<file path="src/rtl/core/i2cms_pkg.sv">
`timescale 1ns / 1ps
// ----------------------------------------------------------------------------
// I2C master message sequencer: shared definitions
// Request and result payload types, the front-to-back command word, the
// controller register bit positions and the outcome codes.
// ----------------------------------------------------------------------------
package i2cms_pkg;

    // Fixed field widths of the request and result payloads.
    localparam int SLOT_W  = 3;
    localparam int COUNT_W = 4;
    localparam int INDEX_W = 3;
    localparam int LEN_W   = 8;

    // Default descriptor table size and the longest message in bytes.
    localparam int C_MAX_MESSAGES_DEF = 8;
    localparam int C_MAX_BYTES        = 255;

    // Slots that a load request can address at all.
    localparam int C_SLOT_SPAN = 2 ** SLOT_W;

    localparam logic [6:0]  C_ADDR_MASK   = 7'h7f;
    localparam logic [31:0] C_STATUS_MASK = 32'hfffc_0000;

    // Control register bits.
    localparam logic [31:0] CB_START     = 32'h1 << 0;
    localparam logic [31:0] CB_STOP      = 32'h1 << 1;
    localparam logic [31:0] CB_ACKNAK    = 32'h1 << 2;
    localparam logic [31:0] CB_TB        = 32'h1 << 3;
    localparam logic [31:0] CB_MODE_FAST = 32'h1 << 8;
    localparam logic [31:0] CB_SCLE      = 32'h1 << 13;
    localparam logic [31:0] CB_IUE       = 32'h1 << 14;
    localparam logic [31:0] CB_ALDIE     = 32'h1 << 18;
    localparam logic [31:0] CB_DTEIE     = 32'h1 << 19;
    localparam logic [31:0] CB_DRFIE     = 32'h1 << 20;
    localparam logic [31:0] CB_GCD       = 32'h1 << 21;
    localparam logic [31:0] CB_BEIE      = 32'h1 << 22;
    localparam logic [31:0] CB_MSDIE     = 32'h1 << 25;
    localparam logic [31:0] CB_MSDE      = 32'h1 << 26;
    localparam logic [31:0] CB_TXDONEIE  = 32'h1 << 27;
    localparam logic [31:0] CB_TXEIE     = 32'h1 << 28;
    localparam logic [31:0] CB_RXHFIE    = 32'h1 << 29;
    localparam logic [31:0] CB_RXFIE     = 32'h1 << 30;
    localparam logic [31:0] CB_RXOVIE    = 32'h1 << 31;

    localparam logic [31:0] CB_INT_ALL = CB_ALDIE | CB_DTEIE | CB_DRFIE | CB_BEIE
                                       | CB_TXDONEIE | CB_TXEIE | CB_RXHFIE
                                       | CB_RXFIE | CB_RXOVIE | CB_MSDIE;

    localparam logic [31:0] CB_INIT = CB_BEIE | CB_ALDIE | CB_DRFIE | CB_MODE_FAST
                                    | CB_GCD | CB_SCLE | CB_MSDE | CB_MSDIE | CB_IUE;

    // Status register bit positions.
    localparam int SB_RWM    = 13;
    localparam int SB_ACKNAK = 14;
    localparam int SB_ALD    = 18;
    localparam int SB_ITE    = 19;
    localparam int SB_IRF    = 20;
    localparam int SB_BED    = 22;
    localparam int SB_MSD    = 26;
    localparam int SB_RXOV   = 31;

    typedef enum logic [1:0] {
        ACT_LOAD  = 2'd0,
        ACT_START = 2'd1,
        ACT_EVENT = 2'd2
    } t_action;

    typedef enum logic [1:0] {
        OC_OK        = 2'd0,
        OC_RETRY     = 2'd1,
        OC_NO_DEVICE = 2'd2,
        OC_IO_ERROR  = 2'd3
    } t_outcome;

    typedef enum logic [1:0] {
        K_NONE  = 2'd0,
        K_LOAD  = 2'd1,
        K_START = 2'd2,
        K_EVENT = 2'd3
    } t_kind;

    typedef struct packed {
        logic [1:0]         action;
        logic [SLOT_W-1:0]  slot;
        logic [6:0]         target_address;
        logic               is_read;
        logic [LEN_W-1:0]   byte_length;
        logic [COUNT_W-1:0] message_count;
        logic [31:0]        status_word;
        logic [7:0]         received_byte;
        logic [7:0]         send_byte;
    } t_request;

    typedef struct packed {
        logic               control_write;
        logic [31:0]        control_value;
        logic               data_write;
        logic [7:0]         data_value;
        logic               send_taken;
        logic               store_valid;
        logic [7:0]         store_byte;
        logic [31:0]        status_clear;
        logic               unit_reset;
        logic               finished;
        logic [1:0]         outcome;
        logic [INDEX_W-1:0] current_message;
    } t_result;

    // Classified request as it travels from the front end to the back end.
    typedef struct packed {
        t_kind              kind;
        logic               slot_ok;
        logic [SLOT_W-1:0]  slot;
        logic [15:0]        desc;
        logic [COUNT_W-1:0] count;
        logic [31:0]        clr;
        logic               err;
        logic               ureset;
        t_outcome           oc;
        logic               irf;
        logic               ite;
        logic               rwm;
        logic               msd;
        logic               acknak;
        logic [7:0]         recv;
        logic [7:0]         send;
    } t_cmd;

endpackage

</file>
<file path="src/rtl/core/i2c_master_message_sequencer.sv">
`timescale 1ns / 1ps
// ----------------------------------------------------------------------------
// I2C master message sequencer
// Steps a byte-mode I2C controller through a list of up to MAX_MESSAGES
// messages, one request per load, start or controller status event.
// ----------------------------------------------------------------------------
// The block takes one request per clock while its command queue has room and
// returns exactly one result per request, in order. A request accepted at one
// clock edge is decoded by the front end and written into a two-entry command
// queue at that same edge; the back end executes it once it reaches the head
// of the queue and the result register is free or being taken, and registers
// the result. A new request can be accepted every cycle, which is the
// sustained rate as long as results are taken. The back end executes each
// command as one combinational update of control word, message index and
// byte count, with no iteration, which is what sustains that rate. When the
// result register is stalled the queue absorbs requests until both of its
// entries are filled, and then the input stalls. Load requests fill a
// descriptor table of min(MAX_MESSAGES, 8) slots; a slot that was never
// loaded must not be started from, as its contents are undefined. Start
// requests (re)open the list at message 0 and status events drive the
// transfer until an error or a master stop ends it with one outcome code.
// The block assumes the controller's control register reads back the last
// value that the block wrote.
// ----------------------------------------------------------------------------
module i2c_master_message_sequencer #(
    parameter int MAX_MESSAGES = i2cms_pkg::C_MAX_MESSAGES_DEF
) (
    input  logic                i_clk,
    input  logic                i_rst_n,
    // Request channel
    input  logic                i_in_valid,
    output logic                o_in_stall,
    input  i2cms_pkg::t_request i_in_req,
    // Result channel
    output logic                o_out_valid,
    input  logic                i_out_stall,
    output i2cms_pkg::t_result  o_out_res
);

    i2cms_pkg::t_cmd w_front_cmd;
    i2cms_pkg::t_cmd w_queue_cmd;
    logic            w_queue_full;
    logic            w_queue_valid;
    logic            w_pop;
    logic            w_push;

    // A request is accepted whenever the queue has room; the stall depends
    // only on the queue level, never on the incoming valid.
    assign o_in_stall = w_queue_full;
    assign w_push     = i_in_valid && !w_queue_full;

    // Front end: classification of each request.
    i2cms_front #(
        .MAX_MESSAGES (MAX_MESSAGES)
    ) u_front (
        .i_req (i_in_req),
        .o_cmd (w_front_cmd)
    );

    // Short queue so that front and back can stall independently.
    i2cms_queue u_queue (
        .i_clk   (i_clk),
        .i_rst_n (i_rst_n),
        .i_push  (w_push),
        .i_cmd   (w_front_cmd),
        .o_full  (w_queue_full),
        .i_pop   (w_pop),
        .o_valid (w_queue_valid),
        .o_cmd   (w_queue_cmd)
    );

    // Back end: descriptor table, transfer state and result register.
    i2cms_back #(
        .MAX_MESSAGES (MAX_MESSAGES)
    ) u_back (
        .i_clk       (i_clk),
        .i_rst_n     (i_rst_n),
        .i_cmd_valid (w_queue_valid),
        .i_cmd       (w_queue_cmd),
        .o_pop       (w_pop),
        .o_valid     (o_out_valid),
        .i_stall     (i_out_stall),
        .o_res       (o_out_res)
    );

endmodule

</file>
<file path="src/rtl/core/i2cms_front.sv">
`timescale 1ns / 1ps
// ----------------------------------------------------------------------------
// I2C message sequencer: front end
// Decodes each incoming request into a command word: descriptor packing,
// count clamping and status-word classification, including the error outcome.
// ----------------------------------------------------------------------------
module i2cms_front #(
    parameter int MAX_MESSAGES = i2cms_pkg::C_MAX_MESSAGES_DEF
) (
    input  i2cms_pkg::t_request i_req,
    output i2cms_pkg::t_cmd     o_cmd
);

    localparam int TblDepth = (MAX_MESSAGES < i2cms_pkg::C_SLOT_SPAN)
                            ? MAX_MESSAGES : i2cms_pkg::C_SLOT_SPAN;

    logic [i2cms_pkg::LEN_W-1:0]   v_len;
    logic [i2cms_pkg::COUNT_W-1:0] v_cnt;
    logic [31:0]                   v_st;
    logic                          v_bed;
    logic                          v_rxov;
    logic                          v_ald;

    assign v_st   = i_req.status_word;
    assign v_bed  = v_st[i2cms_pkg::SB_BED];
    assign v_rxov = v_st[i2cms_pkg::SB_RXOV];
    assign v_ald  = v_st[i2cms_pkg::SB_ALD];

    always_comb begin
        v_len = i_req.byte_length;
        if (32'(i_req.byte_length) > i2cms_pkg::C_MAX_BYTES) begin
            v_len = i2cms_pkg::LEN_W'(i2cms_pkg::C_MAX_BYTES);
        end
        v_cnt = i_req.message_count;
        if (v_cnt == '0) begin
            v_cnt = i2cms_pkg::COUNT_W'(1);
        end
        if (32'(v_cnt) > MAX_MESSAGES) begin
            v_cnt = i2cms_pkg::COUNT_W'(MAX_MESSAGES);
        end
    end

    always_comb begin
        o_cmd.kind = i2cms_pkg::K_NONE;
        case (i_req.action)
            i2cms_pkg::ACT_LOAD: begin
                o_cmd.kind = i2cms_pkg::K_LOAD;
            end
            i2cms_pkg::ACT_START: begin
                o_cmd.kind = i2cms_pkg::K_START;
            end
            i2cms_pkg::ACT_EVENT: begin
                if (v_st != '0) begin
                    o_cmd.kind = i2cms_pkg::K_EVENT;
                end
            end
            default: begin
                o_cmd.kind = i2cms_pkg::K_NONE;
            end
        endcase

        o_cmd.slot_ok = (32'(i_req.slot) < TblDepth);
        o_cmd.slot    = i_req.slot;
        o_cmd.desc    = {v_len, i_req.is_read, i_req.target_address & i2cms_pkg::C_ADDR_MASK};
        o_cmd.count   = v_cnt;
        o_cmd.clr     = v_st & i2cms_pkg::C_STATUS_MASK;
        o_cmd.err     = v_bed | v_rxov | v_ald;
        o_cmd.ureset  = v_bed | v_ald;
        if (v_rxov || v_ald) begin
            o_cmd.oc = i2cms_pkg::OC_RETRY;
        end else if (v_st[i2cms_pkg::SB_ACKNAK]) begin
            o_cmd.oc = i2cms_pkg::OC_NO_DEVICE;
        end else begin
            o_cmd.oc = i2cms_pkg::OC_IO_ERROR;
        end
        o_cmd.irf    = v_st[i2cms_pkg::SB_IRF];
        o_cmd.ite    = v_st[i2cms_pkg::SB_ITE];
        o_cmd.rwm    = v_st[i2cms_pkg::SB_RWM];
        o_cmd.msd    = v_st[i2cms_pkg::SB_MSD];
        o_cmd.acknak = v_st[i2cms_pkg::SB_ACKNAK];
        o_cmd.recv   = i_req.received_byte;
        o_cmd.send   = i_req.send_byte;
    end

endmodule

</file>
<file path="src/rtl/core/i2cms_queue.sv">
`timescale 1ns / 1ps
// ----------------------------------------------------------------------------
// I2C message sequencer: command queue
// Two-entry queue between front end and back end; push and pop may happen
// in the same cycle, and a full queue drains one command per cycle while the back end pops.
// ----------------------------------------------------------------------------
module i2cms_queue (
    input  logic              i_clk,
    input  logic              i_rst_n,
    input  logic              i_push,
    input  i2cms_pkg::t_cmd   i_cmd,
    output logic              o_full,
    input  logic              i_pop,
    output logic              o_valid,
    output i2cms_pkg::t_cmd   o_cmd
);

    i2cms_pkg::t_cmd r_mem [2];
    logic            r_wr_ptr;
    logic            r_rd_ptr;
    logic [1:0]      r_count;
    logic            n_wr_ptr;
    logic            n_rd_ptr;
    logic [1:0]      n_count;

    assign o_full  = (r_count == 2'd2);
    assign o_valid = (r_count != 2'd0);
    assign o_cmd   = r_mem[r_rd_ptr];

    always_comb begin
        n_wr_ptr = r_wr_ptr ^ i_push;
        n_rd_ptr = r_rd_ptr ^ i_pop;
        n_count  = r_count + {1'b0, i_push} - {1'b0, i_pop};
    end

    always_ff @(posedge i_clk) begin
        if (!i_rst_n) begin
            r_wr_ptr <= 1'b0;
            r_rd_ptr <= 1'b0;
            r_count  <= 2'd0;
        end else begin
            r_wr_ptr <= n_wr_ptr;
            r_rd_ptr <= n_rd_ptr;
            r_count  <= n_count;
        end
    end

    always_ff @(posedge i_clk) begin
        if (i_push) begin
            r_mem[r_wr_ptr] <= i_cmd;
        end
    end

    // The pointers differ exactly when the fill level is one.
    a_ptr_count: assert property (@(posedge i_clk) disable iff (!i_rst_n)
        (r_count == 2'd1) == (r_wr_ptr != r_rd_ptr))
        else $error("queue pointers disagree with fill level");

    a_no_underflow: assert property (@(posedge i_clk) disable iff (!i_rst_n)
        i_pop |-> o_valid)
        else $error("pop from an empty queue");

    a_no_overflow: assert property (@(posedge i_clk) disable iff (!i_rst_n)
        (i_push && !i_pop) |-> !o_full)
        else $error("push into a full queue");

endmodule

</file>
<file path="src/rtl/core/i2cms_back.sv">
`timescale 1ns / 1ps
// ----------------------------------------------------------------------------
// I2C message sequencer: back end
// Holds the descriptor table and the transfer state, executes one command
// per cycle while its result register is free or being taken, and registers the resulting controller accesses.
// ----------------------------------------------------------------------------
module i2cms_back #(
    parameter int MAX_MESSAGES = i2cms_pkg::C_MAX_MESSAGES_DEF
) (
    input  logic                i_clk,
    input  logic                i_rst_n,
    input  logic                i_cmd_valid,
    input  i2cms_pkg::t_cmd     i_cmd,
    output logic                o_pop,
    output logic                o_valid,
    input  logic                i_stall,
    output i2cms_pkg::t_result  o_res
);

    localparam int TblDepth = (MAX_MESSAGES < i2cms_pkg::C_SLOT_SPAN)
                            ? MAX_MESSAGES : i2cms_pkg::C_SLOT_SPAN;
    localparam int TblIdxW  = (TblDepth > 1) ? $clog2(TblDepth) : 1;

    logic [15:0]                   r_tbl [TblDepth];
    logic [31:0]                   r_ctrl;
    logic [i2cms_pkg::COUNT_W-1:0] r_cnt;
    logic [i2cms_pkg::INDEX_W-1:0] r_idx;
    logic [i2cms_pkg::LEN_W-1:0]   r_bytes;
    logic                          r_active;
    logic                          r_out_valid;
    i2cms_pkg::t_result            r_out;

    logic [31:0]                   n_ctrl;
    logic [i2cms_pkg::COUNT_W-1:0] n_cnt;
    logic [i2cms_pkg::INDEX_W-1:0] n_idx;
    logic [i2cms_pkg::LEN_W-1:0]   n_bytes;
    logic                          n_active;
    logic                          n_out_valid;
    i2cms_pkg::t_result            n_out;

    logic                          v_last;
    logic                          v_begin;
    logic [31:0]                   v_cr;
    logic [15:0]                   v_desc;
    logic [i2cms_pkg::INDEX_W-1:0] v_open_idx;

    assign o_pop   = i_cmd_valid && (!r_out_valid || !i_stall);
    assign o_valid = r_out_valid;
    assign o_res   = r_out;

    assign v_last = ({1'b0, r_idx} + i2cms_pkg::COUNT_W'(1)) == r_cnt;
    // A message is opened either at message 0 by a start or at the next one.
    assign v_open_idx = (i_cmd.kind == i2cms_pkg::K_START) ? '0 : r_idx + 1'b1;
    assign v_desc = (32'(v_open_idx) < TblDepth) ? r_tbl[TblIdxW'(v_open_idx)] : '0;

    always_comb begin
        n_ctrl   = r_ctrl;
        n_cnt    = r_cnt;
        n_idx    = r_idx;
        n_bytes  = r_bytes;
        n_active = r_active;
        n_out    = '0;
        v_begin  = 1'b0;
        v_cr     = r_ctrl & ~(i2cms_pkg::CB_TB | i2cms_pkg::CB_ACKNAK
                              | i2cms_pkg::CB_STOP | i2cms_pkg::CB_START);

        case (i_cmd.kind)
            i2cms_pkg::K_START: begin
                n_cnt    = i_cmd.count;
                n_idx    = '0;
                n_active = 1'b1;
                n_ctrl   = i2cms_pkg::CB_INIT;
                n_out.status_clear = i2cms_pkg::C_STATUS_MASK;
                v_begin  = 1'b1;
            end
            i2cms_pkg::K_EVENT: begin
                if (r_active) begin
                    n_out.status_clear = i_cmd.clr;
                    if (!i_cmd.err) begin
                        if (i_cmd.irf) begin
                            // Received byte: store it, then arm the next read
                            // or move on once the message is complete.
                            if (r_bytes != '0) begin
                                n_out.store_valid = 1'b1;
                                n_out.store_byte  = i_cmd.recv;
                                n_bytes           = r_bytes - 1'b1;
                            end
                            if (!i_cmd.msd && !i_cmd.acknak) begin
                                if (n_bytes != '0) begin
                                    if (n_bytes == i2cms_pkg::LEN_W'(1) && v_last) begin
                                        v_cr = v_cr | i2cms_pkg::CB_STOP
                                                    | i2cms_pkg::CB_ACKNAK;
                                    end
                                    n_ctrl = v_cr | i2cms_pkg::CB_ALDIE | i2cms_pkg::CB_TB;
                                    n_out.control_write = 1'b1;
                                    n_out.control_value = n_ctrl;
                                end else if (!v_last) begin
                                    n_idx   = r_idx + 1'b1;
                                    v_begin = 1'b1;
                                end
                            end
                        end else if (i_cmd.ite && i_cmd.rwm) begin
                            // Address phase of a read finished: arm the first read.
                            if (!i_cmd.msd) begin
                                if (r_bytes == i2cms_pkg::LEN_W'(1) && v_last) begin
                                    v_cr = v_cr | i2cms_pkg::CB_STOP | i2cms_pkg::CB_ACKNAK;
                                end
                                n_ctrl = (v_cr | i2cms_pkg::CB_ALDIE | i2cms_pkg::CB_TB)
                                       & ~i2cms_pkg::CB_DTEIE;
                                n_out.control_write = 1'b1;
                                n_out.control_value = n_ctrl;
                            end
                        end else if (i_cmd.ite) begin
                            if (!i_cmd.msd) begin
                                if (r_bytes != '0) begin
                                    n_out.data_write = 1'b1;
                                    n_out.data_value = i_cmd.send;
                                    n_out.send_taken = 1'b1;
                                    n_bytes          = r_bytes - 1'b1;
                                    if (n_bytes == '0 && v_last) begin
                                        v_cr = v_cr | i2cms_pkg::CB_STOP;
                                    end
                                    n_ctrl = v_cr | i2cms_pkg::CB_ALDIE | i2cms_pkg::CB_TB;
                                    n_out.control_write = 1'b1;
                                    n_out.control_value = n_ctrl;
                                end else if (!v_last) begin
                                    n_idx   = r_idx + 1'b1;
                                    v_begin = 1'b1;
                                end
                            end
                        end
                    end
                    if (i_cmd.err || i_cmd.msd) begin
                        // End of transfer: mask interrupts and report.
                        n_ctrl = n_ctrl & ~i2cms_pkg::CB_INT_ALL;
                        n_out.control_write = 1'b1;
                        n_out.control_value = n_ctrl;
                        n_out.status_clear  = i2cms_pkg::C_STATUS_MASK;
                        n_out.finished      = 1'b1;
                        n_active            = 1'b0;
                        if (i_cmd.err) begin
                            if (i_cmd.ureset) begin
                                n_out.unit_reset = 1'b1;
                                n_ctrl           = '0;
                            end
                            n_out.outcome = i_cmd.oc;
                        end
                    end
                end
            end
            default: begin
                n_ctrl = r_ctrl;
            end
        endcase

        if (v_begin) begin
            // Open a message: load its length and send the address byte.
            n_bytes = v_desc[15:8];
            n_out.data_write = 1'b1;
            n_out.data_value = {v_desc[6:0], v_desc[7]};
            n_ctrl = (n_ctrl & ~i2cms_pkg::CB_STOP) | i2cms_pkg::CB_START
                   | i2cms_pkg::CB_TB | i2cms_pkg::CB_DTEIE;
            n_out.control_write = 1'b1;
            n_out.control_value = n_ctrl;
        end

        n_out.current_message = n_idx;
        n_out_valid = o_pop || (r_out_valid && i_stall);
    end

    always_ff @(posedge i_clk) begin
        if (!i_rst_n) begin
            r_ctrl      <= '0;
            r_cnt       <= '0;
            r_idx       <= '0;
            r_bytes     <= '0;
            r_active    <= 1'b0;
            r_out_valid <= 1'b0;
        end else begin
            r_out_valid <= n_out_valid;
            if (o_pop) begin
                r_ctrl   <= n_ctrl;
                r_cnt    <= n_cnt;
                r_idx    <= n_idx;
                r_bytes  <= n_bytes;
                r_active <= n_active;
            end
        end
    end

    always_ff @(posedge i_clk) begin
        if (o_pop) begin
            r_out <= n_out;
        end
        if (o_pop && i_cmd.kind == i2cms_pkg::K_LOAD && i_cmd.slot_ok) begin
            r_tbl[TblIdxW'(i_cmd.slot)] <= i_cmd.desc;
        end
    end

    // State only moves together with the result register, so a held result
    // always matches the state it left behind.
    a_msg_matches: assert property (@(posedge i_clk) disable iff (!i_rst_n)
        r_out_valid |-> (r_out.current_message == r_idx))
        else $error("held result does not match message index");

    a_finish_idle: assert property (@(posedge i_clk) disable iff (!i_rst_n)
        (r_out_valid && r_out.finished) |-> !r_active)
        else $error("transfer still active after finishing");

    a_outcome_fin: assert property (@(posedge i_clk) disable iff (!i_rst_n)
        (r_out_valid && (r_out.outcome != i2cms_pkg::OC_OK || r_out.unit_reset))
        |-> r_out.finished)
        else $error("error outcome without finish");

endmodule
</file>
<file path="config.mk">
export PLATFORM = sky130hd
export DESIGN_NAME = i2c_master_message_sequencer
export DESIGN_NICKNAME = d
export VERILOG_FILES = /design/src/rtl/core/i2cms_pkg.sv /design/src/rtl/core/i2c_master_message_sequencer.sv /design/src/rtl/core/i2cms_front.sv /design/src/rtl/core/i2cms_queue.sv /design/src/rtl/core/i2cms_back.sv
export SDC_FILE = /design/constraint.sdc
export NUM_CORES = 1
export LEC_CHECK = 0
export ABC_CLOCK_PERIOD_IN_PS = 4200
export BUFFER_PORTS_ARGS = -buffer_cell sky130_fd_sc_hd__buf_2
export CAP_MARGIN = 25
export CORE_MARGIN = 2
export CORE_UTILIZATION = 40
export CTS_BUF_LIST = sky130_fd_sc_hd__clkbuf_4
export DETAILED_ROUTE_END_ITERATION = 8
export PLACE_DENSITY_LB_ADDON = 0.15
export SLEW_MARGIN = 30
export SYNTH_ARGS = -nofsm -noshare
export SYNTH_HDL_FRONTEND = slang
export SYNTH_SLANG_ARGS = --single-unit
</file>
<file path="constraint.sdc">
create_clock -name i_clk -period 4.2 [get_ports i_clk]
set_clock_uncertainty 0.05 [all_clocks]
set_input_delay 0.63 -clock i_clk [delete_from_list [all_inputs] [get_ports i_clk]]
set_output_delay 0.63 -clock i_clk [all_outputs]
set_load 0.02 [all_outputs]
</file>
# Word-level counts from Yosys, hierarchy flattened
# Memories as Yosys holds them, arrays and structs flattened. A register that Yosys moved wholly into a read port is not among the register bits.
# Index checks and enable logic that the tools add are counted.
[op_classes]
n_eq_ne = 19
mux = 101
n_reduce_logical = 42
order_cmp = 1
bitwise = 9
n_addsub = 5
[ops]
columns = ["operator", "count"]
rows = [
  ["two-way mux 32 bit", 18],
  ["two-way mux 43 bit", 8],
  ["two-way mux 33 bit", 6],
  ["one-hot mux 32 bit (2 select lines)", 2],
  ["two-way mux 52 bit", 2],
  ["two-way mux 8 bit", 13],
  ["two-way mux 88 bit", 1],
  ["two-way mux 41 bit", 1],
  ["two-way mux 3 bit", 13],
  ["two-way mux 36 bit", 1],
  ["nonzero test 32 bit", 1],
  ["two-way mux 27 bit", 1],
  ["two-way mux 1 bit", 20],
  ["two-way mux 10 bit", 2],
  ["two-way mux 20 bit", 1],
  ["two-way mux 9 bit", 2],
  ["equality test 8 x 1 -> 1 bit (second input constant)", 2],
  ["nonzero test 8 bit", 2],
  ["inequality test 6 x 1 -> 1 bit (second input constant)", 2],
  ["inequality test 5 bit (second input constant)", 2],
  ["OR reduction 5 bit", 2],
  ["logical AND 1 bit", 9],
  ["AND reduction 9 bit", 1],
  ["equality test 2 bit (second input constant)", 4],
  ["35 further kinds", 61],
]
[word_totals]
regBits = 144
wordCells = 204
mem_bits_rw = 256
output_inout_bits = 93
input_bits = 77
mem_count = 2
[memory_table]
columns = ["memory", "depth", "word_bits", "rd", "rd_ports_with_merged_regs", "wr", "line", "rtl"]
rows = [
  ["u_back.r_tbl", 8, 16, 1, 0, 1, "i2cms_back.sv:24", "logic [15:0] r_tbl [TblDepth];"],
  ["u_queue.r_mem", 2, 64, 1, 1, 1, "i2cms_queue.sv:18", "i2cms_pkg::t_cmd r_mem [2];"],
]

# Longest topological paths before layout
[depth]
ltp_word = 21
depth_mapped = 12
ltp_nobuf = 9

# Modules after synthesis
# From an unflattened synthesis, not the netlist that was laid out.
[unflattened]
cells_unflattened = 1194
area_unflattened_um2 = 18282.5
[modules_own_cells]
columns = ["mod", "area_each_um2", "n_inst", "cells_each", "seq_area_each_um2"]
rows = [
  ["i2cms_back", 10991.8, 1, 816, 7557.2],
  ["i2cms_queue", 6575.1, 1, 279, 5084.9],
  ["i2cms_front", 701.9, 1, 98, 0.0],
  ["i2c_master_message_sequencer", 13.8, 1, 1, 0.0],
]

# Worst setup path after synthesis
# Ideal clock, no wire load.
[synth_timing]
path_kind = "input to register"
start = "input port i_out_stall"
end = "register u_queue.r_count[1]"
setup_ns = 0.128
path_buffers = 1
stages = 10
t_required_ns = 4.022
slack_ns = -0.271
t_arrival_ns = 4.293
path_cell_list = "nand2_1 -> o21ai_1 -> inv_1 -> buf_1 -> ha_1 -> inv_1 -> ha_1 -> xor2_1 -> xnor2_1 -> nor2_1"
[synth_via]
elab_chain_len = 4
[synth_rtl]
columns = ["item", "line", "rtl"]
rows = [
  ["start, declared", "i2c_master_message_sequencer.sv:36", "input logic i_out_stall,"],
  ["logical NOT 1 bit", "i2cms_back.sv:47", "assign o_pop = i_cmd_valid && (!r_out_valid || !i_stall);"],
  ["logical OR 1 bit", "i2cms_back.sv:47", ""],
  ["logical AND 1 bit", "i2cms_back.sv:47", ""],
  ["named net u_back.o_pop", "i2cms_back.sv:14", "output logic o_pop,"],
  ["subtractor 2 x 1 -> 2 bit", "i2cms_queue.sv:33", "n_count = r_count + {1'b0, i_push} - {1'b0, i_pop};"],
  ["end signal, assigned", "i2cms_queue.sv:44", "r_count <= n_count;"],
  ["end, declared", "i2cms_queue.sv:21", "logic [1:0] r_count;"],
]
# The timed path passes the listed nets, and every way through them passes these cells.
# A chain may end at the register's enable or synchronous reset.

==> metrics.log <==
[metrics] result of the run: completed
[metrics] global route total overflow: 0
[metrics] Yosys warning count: 0
[metrics] layout cells sized above 1: 28.68%
[metrics] number of cell rows: 72
[metrics] core area: 38,470 um^2
[metrics] nets@finish: 1,471
[metrics] cts repair resizes: 0
[metrics] count of max-cap constraint violations: 0
[metrics] remaining number of nets flagged by the antenna check after routing: 0
[metrics] global-route wire length before repair: 57.91 mm
[metrics] die area: 40,300 um^2
[metrics] internal power consumption: around 7600 uW
[metrics] clock latency at the later pin of the worst-skew pair: 0.78 ns
[metrics] fraction of synthesized cell area taken by the top area cell type: a little over three fifths
[metrics] number of buffers created by CTS: 98
[metrics] register bit total from synthesis: 377
[metrics] clock sink total: about 380
[metrics] CTS tree: yes
[metrics] largest cells by area after synthesis: sky130_fd_sc_hd__edfxtp_1 (63%), sky130_fd_sc_hd__dfxtp_1 (7.0%), sky130_fd_sc_hd__mux2i_1 (3.1%)
[metrics] IO Pins: 170
[metrics] CTS Root Cell: sky130_fd_sc_hd__clkbuf_4
[metrics] hold crit path type: in -> reg
[metrics] number of failing setup endpoints in the final timing report: 0
[metrics] clk slew on worst S/H paths: 0.08 ns
[metrics] Max Root-Sink Buffers: 3
[metrics] actual slew at the worst max-slew pin: 0.9497 ns
[metrics] startpoint class of the critical path: flop
[metrics] Worst setup EP type: flop
[metrics] Top FF cell, synth: sky130_fd_sc_hd__edfxtp_1
[metrics] switching component of the power: 3749 uW
[metrics] vertical die dimension: 200.8 um
[metrics] post-CTS setup-driven buffer insertion count: 0
[metrics] setup TNS after final layout: 0 ns
[metrics] number of search-and-repair iterations in the first detailed-routing pass: 6
[metrics] Lkg Pwr: 0.006757 uW
[metrics] routability-driven placement congestion ratio: about 0.86
[metrics] Synth Area per Inst: about 14 um^2
[metrics] synthesized area: ~15,000 um^2
[metrics] most common library cell in the layout ignoring fill and taps: sky130_fd_sc_hd__edfxtp_1
[metrics] DRT iter0 DRCs: 677
[metrics] final instance area: around 19,000 um^2
[metrics] critical path, cell by cell: inv_1 > ha_1 > or3b_1 > nor2_8 > a211o_2 > nand4b_1 > a21oi_4 > nor2_2 > o22ai_1
[metrics] sum of net half-perimeters after detailed placement: 23.41 mm
[metrics] number of global-route vias before repair: around 10,000
[metrics] total number of vias: 10,260
[metrics] critical setup path kind: reg -> reg
[metrics] largest delay contributor family on the critical path: simple AND/OR/NAND/NOR gates
[metrics] share of the clock period used by the worst path: between 80 and 90%
[metrics] fraction of power consumed by the clock network: 28.0%
[metrics] EDFF count, synth: 323
[metrics] number of DRC violations after detailed routing: 0
[metrics] part of the total power dissipated in sequential elements: a little under half
[metrics] drt wl/cell: ~19 um
[metrics] post-synthesis instance total: 1,114
[metrics] Total Routing Usage GR: 18.68%
[metrics] cell taking the most area after synthesis: sky130_fd_sc_hd__edfxtp_1
[metrics] via-per-instance ratio: 5.162
[metrics] antenna violations before repair: 1
[metrics] Slowest-stage cell, CP: sky130_fd_sc_hd__nor2_2
[metrics] Peak Freq: 0.2896 GHz
[metrics] proportion of synthesized chip area in sequential cells: 69.61%
[metrics] share of flip-flops with an asynchronous set or reset after synthesis: 0%
[metrics] signal arrival time at the worst endpoint: 3.87 ns
[metrics] worst rel slew slack: a little over a third
[metrics] delay of the slowest cell on the worst path: about 0.7 ns
[metrics] Peak VDD IR: 0.2025 mV
[metrics] Unique masters post-synth: 86
[metrics] number of buffers and inverters on the critical path: 1
[metrics] number of I/O port buffers: around 150
[metrics] share of total power in combinational logic: 26.3%
[metrics] switch share: 33.07%
[metrics] RSZ-0062 raised after global routing: false
[metrics] Crit Path Max Fanout: 16
[metrics] maximum number of pins on one net before global-route repair: 65
[metrics] final number of hold-violating endpoints: 0
[metrics] total detailed-routing wirelength: 37.24 mm
[metrics] number of levels in the clock H-tree: 3
[metrics] area delta synth->final: 20.52%
[metrics] Starting Density: 40.26%
[metrics] minimum clock period: 3.453 ns
[metrics] pwr dens: 607.5 nW/um^2
[metrics] Chip Width: 200.8 um
[metrics] commonest non-fill, non-tap cells in the layout: sky130_fd_sc_hd__edfxtp_1 (323), sky130_fd_sc_hd__clkbuf_4 (153), sky130_fd_sc_hd__buf_2 (151)
[metrics] final-report max-slew violation count: 0
[metrics] area of placed instances: roughly 17,000 um^2
[metrics] data required time at the worst endpoint: 4.62 ns
-- metrics by stage --
step	utilization (%)	std cells	setup WS [ns]	power (uW)	hold WS [ns]
2_1_floorplan	-	1131	0.009734	7213	0.3714
3_3_place_gp	43.80	1755	0.6170	8201	0.3896
3_5_place_dp	43.80	1755	0.5050	8235	0.3909
4_1_cts	48.43	1985	0.5218	11500	0.003217
5_1_grt	48.52	1987	0.4486	12000	0.02955
6_report	48.52	1987	0.7472	11340	0.08154
-- logic make-up after synthesis --
family,Yosys count,synth area share (%)
AO/OA/AOI/OAI,212,9.687
XOR/XNOR,10,0.5655
adder cells (fa/ha/maj),7,0.5655
buffers and inverters,104,3.345
flip-flops,377,69.61
multiplexers,77,5.381
other,1,0.02422
AND/OR/NAND/NOR,326,10.82
-- cell usage after synthesis, drive strengths merged, types with 5 or more instances --
library cell and number:
mux2i 48, mux2 27, nor4 10, and2 8
buf 42, dfxtp 54, a31oi 22, and3 17
nor3 11, o21ai 49, ha 7, or3 6
o22ai 13, o311ai 25, nand2 83, nor3b 7
o2111ai 5, a211oi 7, inv 22, o31ai 5
edfxtp 323, xnor2 6, nand3 34, nor2b 22
o221ai 11, nand2b 32, clkbuf 39, a21oi 35
nor2 74
-- worst paths after layout --
| kind | end | slack [ns] | from | cells past startpoint |
|---|---|---|---|---|
| setup / recovery | u_back.o_res[54] | 0.75 | u_back.r_bytes[0] | 9 |
| setup reg to reg | u_back.o_res[54] | 0.75 | u_back.r_bytes[0] | 9 |
| hold reg to reg | u_back.r_ctrl[27] | 0.41 | u_back.r_ctrl[27] | 1 |
| hold / removal | u_queue.r_mem[1][29] | 0.08 | i_in_req[38] | 1 |
-- power by group through the flow --
stage	registers (uW)	logic [uW]	clock network, uW
floorplan	5540	1680	0
global placement	5260	2940	0
detailed placement	5270	2960	0
CTS	5190	3010	3300
global route	5250	3250	3500
finish	5180	2980	3180
-- cell type report --
| type | count | area [um^2] |
|---|---|---|
| Sequential cell | 377 | 10790 |
| Timing Repair Buffer | 237 | 1553 |
| Clock buffer | 153 | 1149 |
| Fill cell | 3459 | 19800 |
| Clock inverter | 28 | 141.4 |
| Antenna cell | 1 | 2.502 |
| Inverter | 23 | 87.58 |
| Tap cell | 518 | 648.1 |
| Multi-Input combinational cell | 650 | 4298 |
-- worst register-to-register path, stage by stage, from the launching register on --
cell                       delay [ns]
sky130_fd_sc_hd__dfxtp_1         0.55
sky130_fd_sc_hd__inv_1           0.12
sky130_fd_sc_hd__ha_1            0.34
sky130_fd_sc_hd__or3b_1          0.40
sky130_fd_sc_hd__nor2_8          0.09
sky130_fd_sc_hd__a211o_2         0.36
sky130_fd_sc_hd__nand4b_1        0.20
sky130_fd_sc_hd__a21oi_4         0.17
sky130_fd_sc_hd__nor2_2          0.68
sky130_fd_sc_hd__o22ai_1         0.21
-- state kept, by name (all words and copies together) (netlist names), named ones only --
name / cells
u_back.r_bytes: 8
u_queue.r_wr_ptr: 1
u_back.o_res: 73
u_back.r_tbl: 128
u_back.o_valid: 1
u_back.r_active: 1
u_back.r_idx: 3
u_queue.r_count: 2
u_back.r_cnt: 4
u_queue.r_rd_ptr: 1
u_queue.r_mem: 122
u_back.r_ctrl: 32
-- layer usage --
metal	up-vias	share of wire (%)	track usage, %
met4	0	2.6	8.042
met1	5009	42	22.86
met5	-	0	0
li1	4845	-	-
met2	330	49	31.89
met3	72	5.8	4.140
-- what timing repair did --
action / CTS / global route
hold buffers: 49 / 0
hold endpoints to repair: 96 / 0
endpoints found under the setup margin: 0 / 0
No activity file was read; power rests on OpenSTA's default activity.
